`src/hw/rtl/asg_pkg.sv`:
```
// Package: shared constants, codes and types of the converter scan block.
`default_nettype none
package asg_pkg;
    localparam int GAIN_STEPS = 5;
    localparam int GAIN_W     = 3;
    localparam int SAMPLE_W   = 17;
    localparam int MEAS_W     = 15;
    localparam int THR_W      = 16;
    localparam int CH_W       = 2;
    localparam int NUM_CH     = 4;
    localparam int CFG_IDX_W  = 1;

    localparam logic [GAIN_W-1:0] GAIN_MAX = GAIN_W'(GAIN_STEPS - 1);
    localparam logic [GAIN_W-1:0] GAIN_RST = (GAIN_STEPS - 1 < 4) ? GAIN_W'(GAIN_STEPS - 1)
                                                                  : GAIN_W'(4);
    localparam logic [CH_W-1:0]   CH_LAST   = CH_W'(NUM_CH - 1);
    localparam logic [CH_W-1:0]   CH_SHUNT  = '0;
    localparam logic [THR_W-1:0]  UPPER_RST = 16'h7000;
    localparam logic [THR_W-1:0]  LOWER_RST = 16'h1000;

    typedef enum logic [1:0] {
        OP_CONV  = 2'd0,
        OP_FETCH = 2'd1,
        OP_START = 2'd2,
        OP_NONE  = 2'd3
    } t_op;

    typedef enum logic [CFG_IDX_W-1:0] {
        CFG_UPPER = 1'b0,
        CFG_LOWER = 1'b1
    } t_cfg_idx;

    typedef enum logic [1:0] {
        S_IDLE,
        S_EXEC,
        S_WALK,
        S_LOAD
    } t_state;

    typedef struct packed {
        logic accept;
        logic exec;
        logic walk;
        logic load;
    } t_cmd;

    typedef struct packed {
        t_op  op;
        logic scan_complete;
        logic walk_last;
    } t_status;
endpackage
`default_nettype wire

```
`src/hw/rtl/asg_in_if.sv`:
```
// Input channel interface: operation word with conversion sample.
`default_nettype none
interface asg_in_if import asg_pkg::*; ();
    logic                       valid;
    logic                       ready;
    t_op                        op;
    logic signed [SAMPLE_W-1:0] sample_value;

    modport source (output valid, op, sample_value, input ready);
    modport sink (input valid, op, sample_value, output ready);
endinterface
`default_nettype wire

```
`src/hw/rtl/asg_out_if.sv`:
```
// Output channel interface: channel select, flags, scaled measurements, gain.
`default_nettype none
interface asg_out_if import asg_pkg::*; ();
    logic                     valid;
    logic                     ready;
    logic [CH_W-1:0]          next_channel;
    logic                     differential_mode;
    logic                     start_next;
    logic                     fetched;
    logic signed [MEAS_W-1:0] meas_current;
    logic signed [MEAS_W-1:0] meas_battery;
    logic signed [MEAS_W-1:0] meas_output;
    logic signed [MEAS_W-1:0] meas_temperature;
    logic [GAIN_W-1:0]        gain_code;

    modport source (output valid, next_channel, differential_mode, start_next, fetched,
                    meas_current, meas_battery, meas_output, meas_temperature, gain_code,
                    input ready);
    modport sink (input valid, next_channel, differential_mode, start_next, fetched,
                  meas_current, meas_battery, meas_output, meas_temperature, gain_code,
                  output ready);
endinterface
`default_nettype wire

```
`src/hw/rtl/asg_ctrl.sv`:
```
// Controller: sequences accept, execute, sample walk and result load.
`default_nettype none
module asg_ctrl import asg_pkg::*; (
    input  wire logic i_clk,
    input  wire logic i_rst_n,
    input  wire t_status i_status,
    input  wire logic i_in_valid,
    input  wire logic i_out_ready,
    output logic      o_in_ready,
    output logic      o_out_valid,
    output t_cmd      o_cmd
);
    t_state r_state, n_state;
    logic   r_out_valid, n_out_valid;
    logic   out_free;

    assign out_free = !r_out_valid || i_out_ready;

    always_comb begin
        n_state = r_state;
        unique case (r_state)
            S_IDLE: begin
                if (i_in_valid) n_state = S_EXEC;
            end
            S_EXEC: begin
                if (i_status.op == OP_FETCH && i_status.scan_complete) n_state = S_WALK;
                else n_state = S_LOAD;
            end
            S_WALK: begin
                if (i_status.walk_last) n_state = S_LOAD;
            end
            S_LOAD: begin
                if (out_free) n_state = S_IDLE;
            end
            default: n_state = S_IDLE;
        endcase
    end

    always_comb begin
        o_in_ready   = (r_state == S_IDLE);
        o_cmd.accept = (r_state == S_IDLE) && i_in_valid;
        o_cmd.exec   = (r_state == S_EXEC);
        o_cmd.walk   = (r_state == S_WALK);
        o_cmd.load   = (r_state == S_LOAD) && out_free;
    end

    always_comb begin
        n_out_valid = r_out_valid;
        priority if (o_cmd.load) n_out_valid = 1'b1;
        else if (i_out_ready)    n_out_valid = 1'b0;
        else                     n_out_valid = r_out_valid;
    end

    always_ff @(posedge i_clk) begin
        if (!i_rst_n) begin
            r_state     <= S_IDLE;
            r_out_valid <= 1'b0;
        end else begin
            r_state     <= n_state;
            r_out_valid <= n_out_valid;
        end
    end

    assign o_out_valid = r_out_valid;
endmodule
`default_nettype wire

```
`src/hw/rtl/asg_dp.sv`:
```
// Datapath: sample store, channel and flag state, scaling unit, gain ranging.
`default_nettype none
module asg_dp import asg_pkg::*; (
    input  wire logic                       i_clk,
    input  wire logic                       i_rst_n,
    input  wire t_cmd                       i_cmd,
    output t_status                         o_status,
    input  wire logic                       i_cfg_we,
    input  wire logic [CFG_IDX_W-1:0]       i_cfg_idx,
    input  wire logic [THR_W-1:0]           i_cfg_data,
    input  wire t_op                        i_op,
    input  wire logic signed [SAMPLE_W-1:0] i_sample_value,
    output logic [CH_W-1:0]                 o_next_channel,
    output logic                            o_differential_mode,
    output logic                            o_start_next,
    output logic                            o_fetched,
    output logic signed [MEAS_W-1:0]        o_meas_current,
    output logic signed [MEAS_W-1:0]        o_meas_battery,
    output logic signed [MEAS_W-1:0]        o_meas_output,
    output logic signed [MEAS_W-1:0]        o_meas_temperature,
    output logic [GAIN_W-1:0]               o_gain_code
);
    logic [THR_W-1:0]           r_upper;
    logic [THR_W-1:0]           r_lower;
    logic [CH_W-1:0]            r_chan;
    logic signed [SAMPLE_W-1:0] r_store [NUM_CH];
    logic                       r_complete;
    logic [GAIN_W-1:0]          r_gain;

    t_op                        r_op;
    logic signed [SAMPLE_W-1:0] r_sample;
    logic                       r_start;
    logic                       r_got;
    logic [CH_W-1:0]            r_idx;
    logic signed [MEAS_W-1:0]   r_meas [NUM_CH];

    logic [CH_W-1:0]            r_o_chan;
    logic                       r_o_diff;
    logic                       r_o_start;
    logic                       r_o_got;
    logic signed [MEAS_W-1:0]   r_o_meas [NUM_CH];
    logic [GAIN_W-1:0]          r_o_gain;

    // scaling unit, one stored sample per cycle
    logic signed [SAMPLE_W-1:0] rd;
    logic signed [MEAS_W-1:0]   sh;
    logic signed [MEAS_W:0]     bias;
    logic signed [MEAS_W:0]     sum;
    logic signed [MEAS_W:0]     quo;
    logic signed [MEAS_W-1:0]   scaled;
    logic [SAMPLE_W-1:0]        mag;
    logic                       go_down;
    logic                       go_up;

    always_comb begin
        rd     = r_store[r_idx];
        sh     = MEAS_W'(rd >>> 2);
        bias   = sh[MEAS_W-1] ? (MEAS_W+1)'((1 << r_gain) - 1) : '0;
        sum    = {sh[MEAS_W-1], sh} + bias;
        quo    = sum >>> r_gain;
        scaled = (r_idx == CH_SHUNT) ? quo[MEAS_W-1:0] : sh;
        mag    = rd[SAMPLE_W-1] ? SAMPLE_W'(-rd) : rd;
        go_down = mag > {1'b0, r_upper};
        go_up   = mag < {1'b0, r_lower};
    end

    assign o_status.op            = r_op;
    assign o_status.scan_complete = r_complete;
    assign o_status.walk_last     = (r_idx == CH_LAST);

    always_ff @(posedge i_clk) begin
        if (!i_rst_n) begin
            r_upper    <= UPPER_RST;
            r_lower    <= LOWER_RST;
            r_chan     <= '0;
            r_complete <= 1'b0;
            r_gain     <= GAIN_RST;
            for (int k = 0; k < NUM_CH; k++) r_store[k] <= '0;
        end else begin
            if (i_cfg_we) begin
                unique case (t_cfg_idx'(i_cfg_idx))
                    CFG_UPPER: r_upper <= i_cfg_data;
                    CFG_LOWER: r_lower <= i_cfg_data;
                    default: ;
                endcase
            end
            if (i_cmd.exec) begin
                unique case (r_op)
                    OP_CONV: begin
                        r_store[r_chan] <= r_sample;
                        if (r_chan == CH_LAST) begin
                            r_complete <= 1'b1;
                            r_chan     <= '0;
                        end else begin
                            r_chan <= r_chan + 1'b1;
                        end
                    end
                    OP_START: r_complete <= 1'b0;
                    OP_FETCH: ;
                    OP_NONE: ;
                    default: ;
                endcase
            end
            // ranging uses the raw shunt sample, after its scaling used the old gain
            if (i_cmd.walk && r_idx == CH_SHUNT) begin
                priority if (go_down) begin
                    if (r_gain != '0) r_gain <= r_gain - 1'b1;
                end else if (go_up) begin
                    if (r_gain != GAIN_MAX) r_gain <= r_gain + 1'b1;
                end else begin
                    r_gain <= r_gain;
                end
            end
        end
    end

    always_ff @(posedge i_clk) begin
        if (i_cmd.accept) begin
            r_op     <= i_op;
            r_sample <= i_sample_value;
        end
        if (i_cmd.exec) begin
            r_start <= (r_op == OP_START) || (r_op == OP_CONV && r_chan != CH_LAST);
            r_got   <= (r_op == OP_FETCH) && r_complete;
            r_idx   <= '0;
        end
        if (i_cmd.walk) begin
            r_meas[r_idx] <= scaled;
            r_idx         <= r_idx + 1'b1;
        end
        if (i_cmd.load) begin
            r_o_chan  <= r_chan;
            r_o_diff  <= (r_chan == CH_SHUNT);
            r_o_start <= r_start;
            r_o_got   <= r_got;
            r_o_gain  <= r_gain;
            for (int k = 0; k < NUM_CH; k++) r_o_meas[k] <= r_got ? r_meas[k] : '0;
        end
    end

    assign o_next_channel      = r_o_chan;
    assign o_differential_mode = r_o_diff;
    assign o_start_next        = r_o_start;
    assign o_fetched           = r_o_got;
    assign o_meas_current      = r_o_meas[0];
    assign o_meas_battery      = r_o_meas[1];
    assign o_meas_output       = r_o_meas[2];
    assign o_meas_temperature  = r_o_meas[3];
    assign o_gain_code         = r_o_gain;
endmodule
`default_nettype wire

```
`src/hw/rtl/adc_scan_auto_gain_top.sv`:
```
// Path: conversion, start and unused words, and fetches before a completed scan, pass from
// accept through the execute and load states to the output register; a fetch on a completed
// scan first walks the four stored samples, one per cycle through a single shift/gain scaling unit.
// Flow: one word in work at a time; the next is taken once the result is registered,
// even if it stalls.
// Reset (synchronous, active low): channel 0, samples and scan flag cleared,
// gain code 4, thresholds 0x7000 and 0x1000, output empty.
`default_nettype none
module adc_scan_auto_gain_top import asg_pkg::*; (
    input  wire logic                 i_clk,
    input  wire logic                 i_rst_n,
    input  wire logic                 i_cfg_we,
    input  wire logic [CFG_IDX_W-1:0] i_cfg_idx,
    input  wire logic [THR_W-1:0]     i_cfg_data,
    asg_in_if.sink                    i_in,
    asg_out_if.source                 o_out
);
    t_cmd    cmd;
    t_status status;
    logic    in_ready;
    logic    out_valid;

    asg_ctrl u_ctrl (
        .i_clk       (i_clk),
        .i_rst_n     (i_rst_n),
        .i_status    (status),
        .i_in_valid  (i_in.valid),
        .i_out_ready (o_out.ready),
        .o_in_ready  (in_ready),
        .o_out_valid (out_valid),
        .o_cmd       (cmd)
    );

    asg_dp u_dp (
        .i_clk               (i_clk),
        .i_rst_n             (i_rst_n),
        .i_cmd               (cmd),
        .o_status            (status),
        .i_cfg_we            (i_cfg_we),
        .i_cfg_idx           (i_cfg_idx),
        .i_cfg_data          (i_cfg_data),
        .i_op                (i_in.op),
        .i_sample_value      (i_in.sample_value),
        .o_next_channel      (o_out.next_channel),
        .o_differential_mode (o_out.differential_mode),
        .o_start_next        (o_out.start_next),
        .o_fetched           (o_out.fetched),
        .o_meas_current      (o_out.meas_current),
        .o_meas_battery      (o_out.meas_battery),
        .o_meas_output       (o_out.meas_output),
        .o_meas_temperature  (o_out.meas_temperature),
        .o_gain_code         (o_out.gain_code)
    );

    assign i_in.ready  = in_ready;
    assign o_out.valid = out_valid;
endmodule
`default_nettype wire

```
`src/flat_wrapper.sv`:
```
// flat-port wrapper written by rule: the top's interface ports become plain ports
module adc_scan_auto_gain_top_flat import asg_pkg::*;
  (i_clk, i_rst_n, i_cfg_we, i_cfg_idx, i_cfg_data, i_in_valid, i_in_op, i_in_sample_value, i_in_ready, o_out_valid, o_out_next_channel, o_out_differential_mode, o_out_start_next, o_out_fetched, o_out_meas_current, o_out_meas_battery, o_out_meas_output, o_out_meas_temperature, o_out_gain_code, o_out_ready);
  asg_in_if i_in_i ();
  asg_out_if o_out_i ();
  input  wire logic i_clk;
  input  wire logic i_rst_n;
  input  wire logic i_cfg_we;
  input  wire logic [CFG_IDX_W-1:0] i_cfg_idx;
  input  wire logic [THR_W-1:0] i_cfg_data;
  input wire logic [$bits(i_in_i.valid)-1:0] i_in_valid;
  input wire logic [$bits(i_in_i.op)-1:0] i_in_op;
  input wire logic [$bits(i_in_i.sample_value)-1:0] i_in_sample_value;
  output wire logic [$bits(i_in_i.ready)-1:0] i_in_ready;
  output wire logic [$bits(o_out_i.valid)-1:0] o_out_valid;
  output wire logic [$bits(o_out_i.next_channel)-1:0] o_out_next_channel;
  output wire logic [$bits(o_out_i.differential_mode)-1:0] o_out_differential_mode;
  output wire logic [$bits(o_out_i.start_next)-1:0] o_out_start_next;
  output wire logic [$bits(o_out_i.fetched)-1:0] o_out_fetched;
  output wire logic [$bits(o_out_i.meas_current)-1:0] o_out_meas_current;
  output wire logic [$bits(o_out_i.meas_battery)-1:0] o_out_meas_battery;
  output wire logic [$bits(o_out_i.meas_output)-1:0] o_out_meas_output;
  output wire logic [$bits(o_out_i.meas_temperature)-1:0] o_out_meas_temperature;
  output wire logic [$bits(o_out_i.gain_code)-1:0] o_out_gain_code;
  input wire logic [$bits(o_out_i.ready)-1:0] o_out_ready;
  assign i_in_i.valid = i_in_valid;
  assign i_in_i.op = i_in_op;
  assign i_in_i.sample_value = i_in_sample_value;
  assign i_in_ready = i_in_i.ready;
  assign o_out_valid = o_out_i.valid;
  assign o_out_next_channel = o_out_i.next_channel;
  assign o_out_differential_mode = o_out_i.differential_mode;
  assign o_out_start_next = o_out_i.start_next;
  assign o_out_fetched = o_out_i.fetched;
  assign o_out_meas_current = o_out_i.meas_current;
  assign o_out_meas_battery = o_out_i.meas_battery;
  assign o_out_meas_output = o_out_i.meas_output;
  assign o_out_meas_temperature = o_out_i.meas_temperature;
  assign o_out_gain_code = o_out_i.gain_code;
  assign o_out_i.ready = o_out_ready;
  adc_scan_auto_gain_top u_core (.i_clk(i_clk), .i_rst_n(i_rst_n), .i_cfg_we(i_cfg_we), .i_cfg_idx(i_cfg_idx), .i_cfg_data(i_cfg_data), .i_in(i_in_i), .o_out(o_out_i));
endmodule
```
`config.mk`:
```
export PLATFORM = sky130hd
export DESIGN_NAME = adc_scan_auto_gain_top_flat
export DESIGN_NICKNAME = d
export VERILOG_FILES = /design/src/hw/rtl/asg_pkg.sv /design/src/hw/rtl/asg_in_if.sv /design/src/hw/rtl/asg_out_if.sv /design/src/hw/rtl/asg_ctrl.sv /design/src/hw/rtl/asg_dp.sv /design/src/hw/rtl/adc_scan_auto_gain_top.sv /design/src/flat_wrapper.sv
export SDC_FILE = /design/constraint.sdc
export NUM_CORES = 1
export LEC_CHECK = 0
export BUFFER_PORTS_ARGS = -buffer_cell sky130_fd_sc_hd__clkbuf_2
export CORE_MARGIN = 3
export CORE_UTILIZATION = 30
export CTS_BUF_LIST = sky130_fd_sc_hd__clkbuf_8
export DETAILED_ROUTE_END_ITERATION = 12
export MAX_ROUTING_LAYER = met4
export PLACE_DENSITY = 0.43
export REMOVE_ABC_BUFFERS = 1
export SLEW_MARGIN = 25
export SYNTH_ARGS = -nofsm -noshare
export SYNTH_HDL_FRONTEND = slang
export SYNTH_HIERARCHICAL = 1
export SYNTH_SLANG_ARGS = --single-unit
```
`constraint.sdc`:
```
create_clock -name i_clk -period 5.68 [get_ports i_clk]
set_clock_uncertainty 0.1 [all_clocks]
set_input_delay 0 -clock i_clk [delete_from_list [all_inputs] [get_ports i_clk]]
set_output_delay 0 -clock i_clk [all_outputs]
set_load 0.02 [all_outputs]
```
==> impl_metrics.env, run 1 <==
export IMPL_status="finished clean"
export IMPL_postPlaceCellArea_um2=13800
export IMPL_clock_path_buffers=3
export IMPL_synth_cell_type_count=79
export IMPL_worstPathArrival_ps=5520
export IMPL_fill_cells=4115
export IMPL_hold_class="input port to flop"
export IMPL_cts_setup_buffers=0
export IMPL_setup_slack_ps=556
export IMPL_async_flop_share_pct=0
export IMPL_setup_violations=0
export IMPL_die_area_um2=44700
export IMPL_area_delta_synth_final_pct=21.9
export IMPL_fin_crit_sh_pct=90.2
export IMPL_clock_latency_ps=580
export IMPL_synthCells=1039
export IMPL_num_rows=74
export IMPL_finalWirelength_um=31200
export IMPL_ctsResizeCount=0
export IMPL_hpwl_um=21600
export IMPL_met3_usage_pct=2.53
export IMPL_crit_path_frequent_cell="nor2_1"
export IMPL_cts_buffers=49
export IMPL_critical_path_top_delay_family="simple AND/OR/NAND/NOR gates"
export IMPL_die_w_um=211
export IMPL_drtAntennaViolNets=0
export IMPL_mostFrequentLayoutCells="edfxtp_1 (219), and2_1 (120), clkbuf_2 (110), nand2_1 (97), inv_1 (75)"
export IMPL_root_buffer="clkbuf_8"
export IMPL_ys_ff_latch=262
export IMPL_hold_slack_ps=49.5
export IMPL_fmax_mhz=195
export IMPL_critPathLaunchType="flop"
export IMPL_drt_initial_drc_count=537
export IMPL_viasPerCell=4.68
export IMPL_coreArea_um2=41300
export IMPL_gr_usage_met1_pct=18.2
export IMPL_n_antenna_cell=0
export IMPL_synth_edf_count=219
export IMPL_tightest_slew_ps=1010
export IMPL_drt_pass1_iter_count=5
export IMPL_slew_headroom_pct=32.6
export IMPL_antenna_found_initial=0
export IMPL_post_drt_wl_per_cell_um=17.2
export IMPL_seq_area_um2=7440
export IMPL_final_util_pct=37.4
export IMPL_clock_sinks=262
export IMPL_leakagePower_uw=0.00598
export IMPL_path_cells="buf_4, mux4_2, nor4_4, or4b_4, nor2_1, a21oi_1, xor2_1, ha_1, nand2_1, nor3_1, a21boi_0, a2111o_1, a21o_1, fa_1, nor2_1, o21ai_0, mux2i_1, nor2_1, o21ai_0"
export IMPL_ys_seq_area_share_pct=58.8
export IMPL_cts_tree="built"
export IMPL_post_route_cell_area_um2=15400
export IMPL_final_common_cell="edfxtp_1"
export IMPL_grt_max_degree=69
export IMPL_synth_ff_type="edfxtp_1"
export IMPL_grt_busiest_layer="met2"
export IMPL_grt_pass1_vias=8824
export IMPL_maxCapViolCount=0
export IMPL_min_period_ps=5120
export IMPL_holdBufCountCts=62
export IMPL_die_h_um=211
export IMPL_finalHoldViolCount=0
export IMPL_netlist_area_um2=12700
export IMPL_required_ps=6080
export IMPL_path_class="flop to flop"
export IMPL_grt_pass1_wl_um=49300
export IMPL_ctsHtreeMaxLevel=2
export IMPL_synth_area_per_cell_um2=12.2
export IMPL_peakVddDrop_v=0.000162
export IMPL_io_pins=111
export IMPL_multi_input_area_um2=4800
export IMPL_overflow=0
export IMPL_crit_path_max_fanout=15
export IMPL_drcViolationCount=0
export IMPL_worst_path_buf_inv=1
export IMPL_dpl_worst_slack_ps=563
export IMPL_io_buffers=110
export IMPL_power_density_nw_per_um2=459
export IMPL_clk_pin_slew_ps=50
export IMPL_nNetsFinal=1341
export IMPL_gp_congestion=0.860
export IMPL_yosysWarnings=6
export IMPL_slew_viol_final=0
export IMPL_gr_usage_met2_pct=23.5
export IMPL_vias=8482
export IMPL_slowest_delay_ps=680
export IMPL_drive_gt1_share_pct=18.7
export IMPL_grt_util_all_layers_pct=14.5
export IMPL_rsz0062_at_grt="no"
export IMPL_critPathCaptureType="flop"
export IMPL_start_util_pct=30.6
export IMPL_setup_tns_ps=0
export IMPL_slowest_stage="mux4_2"
-- worst register-to-register path, stage by stage (launching register included) --
cell      delay [ps]
dfxtp_1          310
buf_4            280
mux4_2           690
nor4_4           330
or4b_4           510
nor2_1           170
a21oi_1          100
xor2_1           230
ha_1             300
nand2_1          100
nor3_1            70
a21boi_0         130
a2111o_1         360
a21o_1           280
fa_1             460
nor2_1           180
o21ai_0          110
mux2i_1          150
nor2_1            60
o21ai_0          150
-- where the power goes --
group          switching (µW)  internal, µW
registers                90.7          2460
clock network             787           937
logic                    1700          1110
total                    2570          4510
-- final cells by class --
cell class                 instances  area share, %
multi-input combinational        671           31.1
timing repair buffer             197           8.86
tap                              532           4.31
sequential                       262           48.2
clock inverter                    40           1.43
inverter                          59           1.44
clock buffer                      52           4.64
-- cells in the mapped netlist (all sizes together), types with 8 or more instances --
library cell	n	area, µm²
a211oi	8	65.1
a21o	8	60.1
a21oi	70	350
and2	120	751
and3	21	131
buf	11	68.8
clkbuf	38	143
dfxtp	43	861
edfxtp	219	6580
ha	58	726
inv	56	210
mux2i	12	120
mux4	23	526
nand2	97	364
nand3	16	80.1
nor2	53	199
nor2b	8	50.1
nor3	11	55.1
o21ai	32	160
xnor2	19	166
xor2	10	87.6
-- through the flow --
step	instances	total power, µW
floorplan	992	4490
global placement	1657	5370
detailed placement	1657	5380
CTS	1811	7190
global route	1813	7620
finish	1813	7080
-- path summary, 6_finish.rpt --
check / start / to / slack, ps / depth (start not counted)
min reg2reg: u_core/u_dp/r_start$_DFFE_PP_ / u_core/u_dp/o_start_next$_DFFE_PP_ / 330 / 0
max: flop / u_core/u_dp/r_gain[2]$_SDFFE_PN1P_ / 560 / 19
min: i_in_op[0] / u_core/u_dp/r_op[0]$_DFFE_PP_ / 50 / 2
max reg2reg: flop / u_core/u_dp/r_gain[2]$_SDFFE_PN1P_ / 560 / 19
-- cell families after synthesis --
group	share of synthesized area, %
DFF	58.8
other	0.0296
AOI/OAI and AO/OA	9.24
and+or+nand+nor	15.1
adders and majority gates	6.05
muxes	5.37
buffers and inverters	3.42
xor gates and xnor gates	2.01
-- layer usage --
metal | share of wire [%] | up-vias
li1 | - | 4183
met1 | 46 | 4042
met2 | 47 | 196
met3 | 4.2 | 61
met4 | 3.1 | 0
met5 | 0 | -
-- flip-flops by register name, summed over array words and instances (netlist names), named ones only --
name and count:
u_core/u_dp/r_upper 16, u_core/u_dp/r_start 1, u_core/u_dp/r_idx 2, u_core/u_dp/r_sample 17
u_core/u_dp/r_complete 1, u_core/u_dp/r_store 68, u_core/u_dp/o_gain_code 3, u_core/u_dp/r_lower 16
u_core/u_dp/r_op 2, u_core/u_dp/o_next_channel 2, u_core/u_ctrl/o_out_valid 1, u_core/u_dp/r_meas 60
u_core/u_dp/o_fetched 1, u_core/u_ctrl/r_state 2, u_core/u_dp/r_got 1, u_core/u_dp/o_differential_mode 1
u_core/u_dp/r_gain 3, u_core/u_dp/r_chan 2, u_core/u_dp/r_o_meas 60, u_core/u_dp/o_start_next 1
Power figures use the tool's default switching activity.
==> run 2, diff against run 1 <==
--- a/config.mk
+++ b/config.mk
@@ -7,11 +7,11 @@
 export LEC_CHECK = 0
 export BUFFER_PORTS_ARGS = -buffer_cell sky130_fd_sc_hd__clkbuf_2
 export CORE_MARGIN = 3
-export CORE_UTILIZATION = 30
+export CORE_UTILIZATION = 59
 export CTS_BUF_LIST = sky130_fd_sc_hd__clkbuf_8
 export DETAILED_ROUTE_END_ITERATION = 12
 export MAX_ROUTING_LAYER = met4
-export PLACE_DENSITY = 0.43
+export PLACE_DENSITY = 0.76
 export REMOVE_ABC_BUFFERS = 1
 export SLEW_MARGIN = 25
 export SYNTH_ARGS = -nofsm -noshare
==> run 2 against run 1 <==
Effect of this change:
- power down 3.6%
- largest power group unchanged
- highest routed layer unchanged
- critical path type unchanged
- setup slack lost 98 ps
- non-clock buffer count fell by 31
==> impl_metrics.env, run 2 (synthesis gave the netlist of run 1 again) <==
export IMPL_status="finished clean"
export IMPL_worst_path_buf_inv=1
export IMPL_hold_slack_ps=73.7
export IMPL_clk_pin_slew_ps=60
export IMPL_gp_congestion=0.939
export IMPL_ctsHtreeMaxLevel=2
export IMPL_setup_violations=0
export IMPL_largest_reg_flops=68
export IMPL_area_delta_synth_final_pct=16.3
export IMPL_fmax_mhz=191
export IMPL_root_buffer="clkbuf_8"
export IMPL_slowest_delay_ps=680
export IMPL_drt_pass1_iter_count=5
export IMPL_grt_max_degree=69
export IMPL_antenna_found_initial=0
export IMPL_regMostFlops="u_core/u_dp/r_store"
export IMPL_critical_path_top_delay_family="simple AND/OR/NAND/NOR gates"
export IMPL_ctsResizeCount=0
export IMPL_vias=8484
export IMPL_setup_tns_ps=0
export IMPL_drt_initial_drc_count=671
export IMPL_hp_start="i_cfg_we"
export IMPL_die_w_um=152
export IMPL_route_top_layer_used="met4"
export IMPL_grt_pass1_wl_um=43600
export IMPL_clock_sinks=262
export IMPL_path_cells="buf_4, mux4_2, nor4_4, or4b_4, nor2_1, a21oi_1, xor2_1, ha_1, nand2_1, nor3_1, a21boi_0, a2111o_1, a21o_1, fa_1, nor2_1, o21ai_0, mux2i_1, nor2_1, o21ai_0"
export IMPL_r2r_setup_slack_ps=460
export IMPL_drcViolationCount=0
export IMPL_top_regs="u_core/u_dp/r_store: 68 flops, u_core/u_dp/r_meas: 60 flops, u_core/u_dp/r_o_meas: 60 flops"
export IMPL_hpwl_um=18200
export IMPL_dpl_worst_slack_ps=530
export IMPL_r2r_end="u_core/u_dp/r_gain[2]$_SDFFE_PN1P_"
export IMPL_crit_path_frequent_cell="nor2_1"
export IMPL_start_util_pct=61.4
export IMPL_peakVddDrop_v=0.000227
export IMPL_clock_latency_ps=530
export IMPL_required_ps=6030
export IMPL_coreArea_um2=20600
export IMPL_drtAntennaViolNets=0
export IMPL_cts_tree="built"
export IMPL_setup_slack_ps=458
export IMPL_holdBufCountCts=40
export IMPL_viasPerCell=5.64
export IMPL_min_to="u_core/u_dp/r_upper[6]$_SDFFE_PN0P_"
export IMPL_power_density_nw_per_um2=464
export IMPL_dr_wl_met2_um=12700
export IMPL_worstPathArrival_ps=5570
export IMPL_finalWirelength_um=26500
export IMPL_io_buffers=110
export IMPL_overflow=0
export IMPL_hold_class="input port to flop"
export IMPL_critPathCaptureType="flop"
export IMPL_slew_viol_final=0
export IMPL_rsz0062_at_grt="no"
export IMPL_cts_setup_buffers=0
export IMPL_tightest_slew_ps=952
export IMPL_final_util_pct=71.3
export IMPL_die_area_um2=23200
export IMPL_n_antenna_cell=0
export IMPL_cts_buffers=42
export IMPL_wl_met3_um=1480
export IMPL_finalHoldViolCount=0
export IMPL_worst_r2r_path_depth=19
export IMPL_min_period_ps=5220
export IMPL_slew_headroom_pct=36.5
export IMPL_fin_crit_sh_pct=91.9
export IMPL_drive_gt1_share_pct=18.4
export IMPL_die_h_um=152
export IMPL_path_class="flop to flop"
export IMPL_crit_path_max_fanout=18
export IMPL_post_drt_wl_per_cell_um=17.6
export IMPL_maxCapViolCount=0
export IMPL_grt_util_all_layers_pct=23.5
export IMPL_nNetsFinal=1303
export IMPL_leakagePower_uw=0.00577
export IMPL_drt_met1_wl_um=11700
export IMPL_mostFrequentLayoutCells="edfxtp_1 (219), and2_1 (120), clkbuf_2 (110), nand2_1 (97), a21oi_1 (70)"
export IMPL_num_rows=52
export IMPL_whs_path_depth=4
export IMPL_clock_path_buffers=3
export IMPL_critPathLaunchType="flop"
export IMPL_io_pins=111
export IMPL_final_common_cell="edfxtp_1"
export IMPL_slowest_stage="mux4_2"
export IMPL_grt_pass1_vias=8509
run 2: cell count changes in the layout (fill, tap and decap cells not counted), sizes merged:
cell,before,now
buf,25,16
clkbuf,162,158
clkinv,19,13
clkinvlp,3,1
dlygate4sd3,62,40
inv,75,71
run 2: worst max path at each step:
stage,startpoint,to,slack (ps),cells after the start
floorplan,flop,u_core/u_dp/r_gain[2]$_SDFFE_PN1P_,580,17
global placement,flop,u_core/u_dp/r_gain[2]$_SDFFE_PN1P_,670,18
detailed placement,flop,u_core/u_dp/r_gain[2]$_SDFFE_PN1P_,530,18
CTS,flop,u_core/u_dp/r_gain[2]$_SDFFE_PN1P_,490,18
global route,flop,u_core/u_dp/r_gain[2]$_SDFFE_PN1P_,80,17
finish,flop,u_core/u_dp/r_gain[2]$_SDFFE_PN1P_,460,19
run 2: per-stage QoR:
stage	std cells	total power, µW	instance area (µm²)
after CTS	1504	6830	14700
after global routing	1504	7260	14700
after global placement	1388	5180	13500
final	1504	6830	14700
after floorplan	992	4490	12500
after detailed placement	1388	5240	13500
run 2: worst min-delay path, stage by stage:
cell and delay (ps):
clkbuf_2 110, nand2b_1 320, nand2_1 170, a21oi_1 50
run 2: cell type report:
class / count / area (µm²)
Tap cell: 270 / 338
Sequential cell: 262 / 7440
Fill cell: 1433 / 5910
Multi-Input combinational cell: 671 / 4810
Clock buffer: 48 / 661
Timing Repair Buffer: 166 / 1070
Inverter: 59 / 221
Clock inverter: 28 / 175
run 2: layer usage:
metal,vias up,track usage [%]
met1,4038,31.6
met5,-,-
met3,54,3.72
met2,282,37.7
li1,4110,-
met4,0,7.09
run 2: where the power goes:
part	internal (µW)	switching, µW	total, µW
combinational	1080	1630	2710
sequential	2460	104	2560
clock	867	695	1560
==> run 3, diff against run 2 <==
--- a/config.mk
+++ b/config.mk
@@ -10,9 +10,11 @@
 export CORE_UTILIZATION = 59
 export CTS_BUF_LIST = sky130_fd_sc_hd__clkbuf_8
 export DETAILED_ROUTE_END_ITERATION = 12
+export GPL_TIMING_DRIVEN = 1
 export MAX_ROUTING_LAYER = met4
 export PLACE_DENSITY = 0.76
 export REMOVE_ABC_BUFFERS = 1
+export SKIP_LAST_GASP = 1
 export SLEW_MARGIN = 25
 export SYNTH_ARGS = -nofsm -noshare
 export SYNTH_HDL_FRONTEND = slang
==> constraint.sdc (replaced) <==
create_clock -name i_clk -period 5.7 [get_ports i_clk]
set_clock_uncertainty 0.1 [all_clocks]
set_input_delay 0 -clock i_clk [delete_from_list [all_inputs] [get_ports i_clk]]
set_output_delay 0 -clock i_clk [all_outputs]
set_load 0.02 [all_outputs]
==> run 3 against run 2 <==
Effect of this change:
- worst hold slack lost 4.4 ps
- power rose by 0.31%
- core utilization is 0.15 points higher
- first-iteration DRC count shrank 3.7%
- critical path type unchanged
- critical endpoint unchanged
- largest power group unchanged
- highest routed layer unchanged
==> impl_metrics.env, run 3 (synthesis gave the netlist of run 1 again) <==
export IMPL_status="finished clean"
export IMPL_finalPower_uw=6850
export IMPL_area_delta_synth_final_pct=16.5
export IMPL_power_density_nw_per_um2=465
export IMPL_nNetsFinal=1304
export IMPL_io_buffers=110
export IMPL_critPathLaunchType="flop"
export IMPL_cts_tree="built"
export IMPL_grt_util_all_layers_pct=23.3
export IMPL_power_frac_seq_pct=37.2
export IMPL_die_w_um=152
export IMPL_fmax_mhz=194
export IMPL_finalNonFillerCells=1508
export IMPL_peakVddDrop_v=0.000243
export IMPL_top_regs="u_core/u_dp/r_store: 68 flops, u_core/u_dp/r_meas: 60 flops, u_core/u_dp/r_o_meas: 60 flops"
export IMPL_tightest_slew_ps=902
export IMPL_clkPwrFrac_pct=23.6
export IMPL_r2r_setup_slack_ps=540
export IMPL_setup_tns_ps=0
export IMPL_swShare_pct=35.4
export IMPL_power_internal_uw=4430
export IMPL_min_to="u_core/u_dp/r_sample[7]$_DFFE_PP_"
export IMPL_io_pins=111
export IMPL_fin_crit_sh_pct=90.5
export IMPL_regMostFlops="u_core/u_dp/r_store"
export IMPL_fill_cells=1457
export IMPL_drt_initial_drc_count=646
export IMPL_worstPathArrival_ps=5500
export IMPL_r2r_end="u_core/u_dp/r_gain[2]$_SDFFE_PN1P_"
export IMPL_grt_pass1_vias=8414
export IMPL_drtAntennaViolNets=0
export IMPL_grt_max_degree=69
export IMPL_cts_setup_buffers=0
export IMPL_p_sw_uw=2430
export IMPL_grt_pass1_wl_um=43000
export IMPL_drive_gt1_share_pct=18.7
export IMPL_mostFrequentLayoutCells="edfxtp_1 (219), and2_1 (120), clkbuf_2 (110), nand2_1 (97), a21oi_1 (70)"
export IMPL_clock_path_buffers=3
export IMPL_overflow=0
export IMPL_worst_r2r_path_depth=18
export IMPL_hold_class="input port to flop"
export IMPL_required_ps=6050
export IMPL_die_h_um=152
export IMPL_leakagePower_uw=0.00579
export IMPL_cts_buffers=43
export IMPL_critPathCaptureType="flop"
export IMPL_drt_pass1_iter_count=5
export IMPL_finalWirelength_um=26200
export IMPL_slowest_stage="mux4_2"
export IMPL_slew_viol_final=0
export IMPL_ctsHtreeMaxLevel=2
export IMPL_viasPerCell=5.64
export IMPL_gp_congestion=0.957
export IMPL_final_util_pct=71.5
export IMPL_root_buffer="clkbuf_8"
export IMPL_drcViolationCount=0
export IMPL_post_drt_wl_per_cell_um=17.3
export IMPL_path_class="flop to flop"
export IMPL_p_comb_share_pct=39.2
export IMPL_clk_pin_slew_ps=60
export IMPL_hp_start="i_in_sample_value[7]"
export IMPL_die_area_um2=23200
export IMPL_min_period_ps=5160
export IMPL_vias=8503
export IMPL_slowest_delay_ps=670
export IMPL_antenna_found_initial=0
export IMPL_slew_headroom_pct=39.9
export IMPL_start_util_pct=61.4
export IMPL_clock_latency_ps=540
export IMPL_largest_reg_flops=68
export IMPL_maxCapViolCount=0
export IMPL_final_common_cell="edfxtp_1"
export IMPL_num_rows=52
export IMPL_n_antenna_cell=0
export IMPL_path_cells="buf_4, mux4_2, nor4_4, or4b_4, nor2_1, a21oi_1, xor2_1, ha_1, a21oi_1, o21ai_0, a2111o_1, a21o_1, fa_1, nor2_1, o21ai_0, mux2i_1, nor2_1, o21ai_0"
export IMPL_rsz0062_at_grt="no"
export IMPL_finalHoldViolCount=0
export IMPL_crit_path_max_fanout=18
export IMPL_setup_violations=0
export IMPL_dp_cells=1388
export IMPL_clock_sinks=262
export IMPL_hpwl_um=18100
export IMPL_postPlaceCellArea_um2=13500
export IMPL_post_route_cell_area_um2=14700
export IMPL_coreArea_um2=20600
export IMPL_whs_path_depth=2
==> run 3: changes by cell type in the layout (fill, tap and decap cells not counted), sizes merged <==
cell and change:
inv -3, clkinv +9, bufinv +2, clkbuf -4
==> run 3: worst max-delay path by stage <==
stage	start	endpoint	slack [ps]	cells after the start
final	flop	u_core/u_dp/r_gain[2]$_SDFFE_PN1P_	540	18
after global routing	flop	u_core/u_dp/r_gain[2]$_SDFFE_PN1P_	170	19
after CTS	flop	u_core/u_dp/r_gain[2]$_SDFFE_PN1P_	580	18
after detailed placement	flop	u_core/u_dp/r_gain[2]$_SDFFE_PN1P_	610	18
after global placement	flop	u_core/u_dp/r_gain[2]$_SDFFE_PN1P_	710	18
after floorplan	flop	u_core/u_dp/r_gain[2]$_SDFFE_PN1P_	600	17
==> run 3: timing repair <==
action | CTS | global route
hold endpoints to repair | 54 | 0
hold buffers | 40 | 0
gates resized for setup | 0 | 0
==> run 3: layer usage <==
layer / vias to the layer above / global-route usage, % / wire length (µm)
met5: - / - / 0
met4: 0 / 6.58 / 582
met3: 47 / 4.03 / 1720
met2: 303 / 37.7 / 12600
met1: 4051 / 30.8 / 11200
li1: 4102 / - / -
==> run 3: area by class of cell <==
class	count	area, µm²	area share, %
Timing Repair Buffer	166	1070	7.26
Clock buffer	44	606	4.11
Tap cell	270	338	2.29
Inverter	59	221	1.50
Multi-Input combinational cell	671	4810	32.6
Clock inverter	36	262	1.77
Sequential cell	262	7440	50.4
==> run 3: metrics by stage <==
stage / worst slack [ps] / hold WS [ps]
final: 544 / 69.3
after floorplan: 605 / -23.8
after detailed placement: 614 / 78.8
after global placement: 711 / 77.3
after global routing: 167 / 62.0
after CTS: 575 / 44.2
==> run 3: critical path, delay by kind of cell (launching register included) <==
| kind | cells | cell delay [ps] |
|---|---|---|
| compound gates | 7 | 1320 |
| fa+ha+maj | 2 | 750 |
| mux | 2 | 820 |
| xor+xnor | 1 | 220 |
| simple gates | 5 | 1230 |
| flops | 1 | 300 |
| buf+inv | 1 | 320 |
==> run 3: power by group through the flow <==
stage / sequential, µW / clock (µW) / combinational [µW]
after floorplan: 2670 / 0 / 1810
after global placement: 2580 / 0 / 2580
after detailed placement: 2590 / 0 / 2620
after CTS: 2550 / 1650 / 2650
after global routing: 2570 / 1740 / 2980
final: 2550 / 1620 / 2690
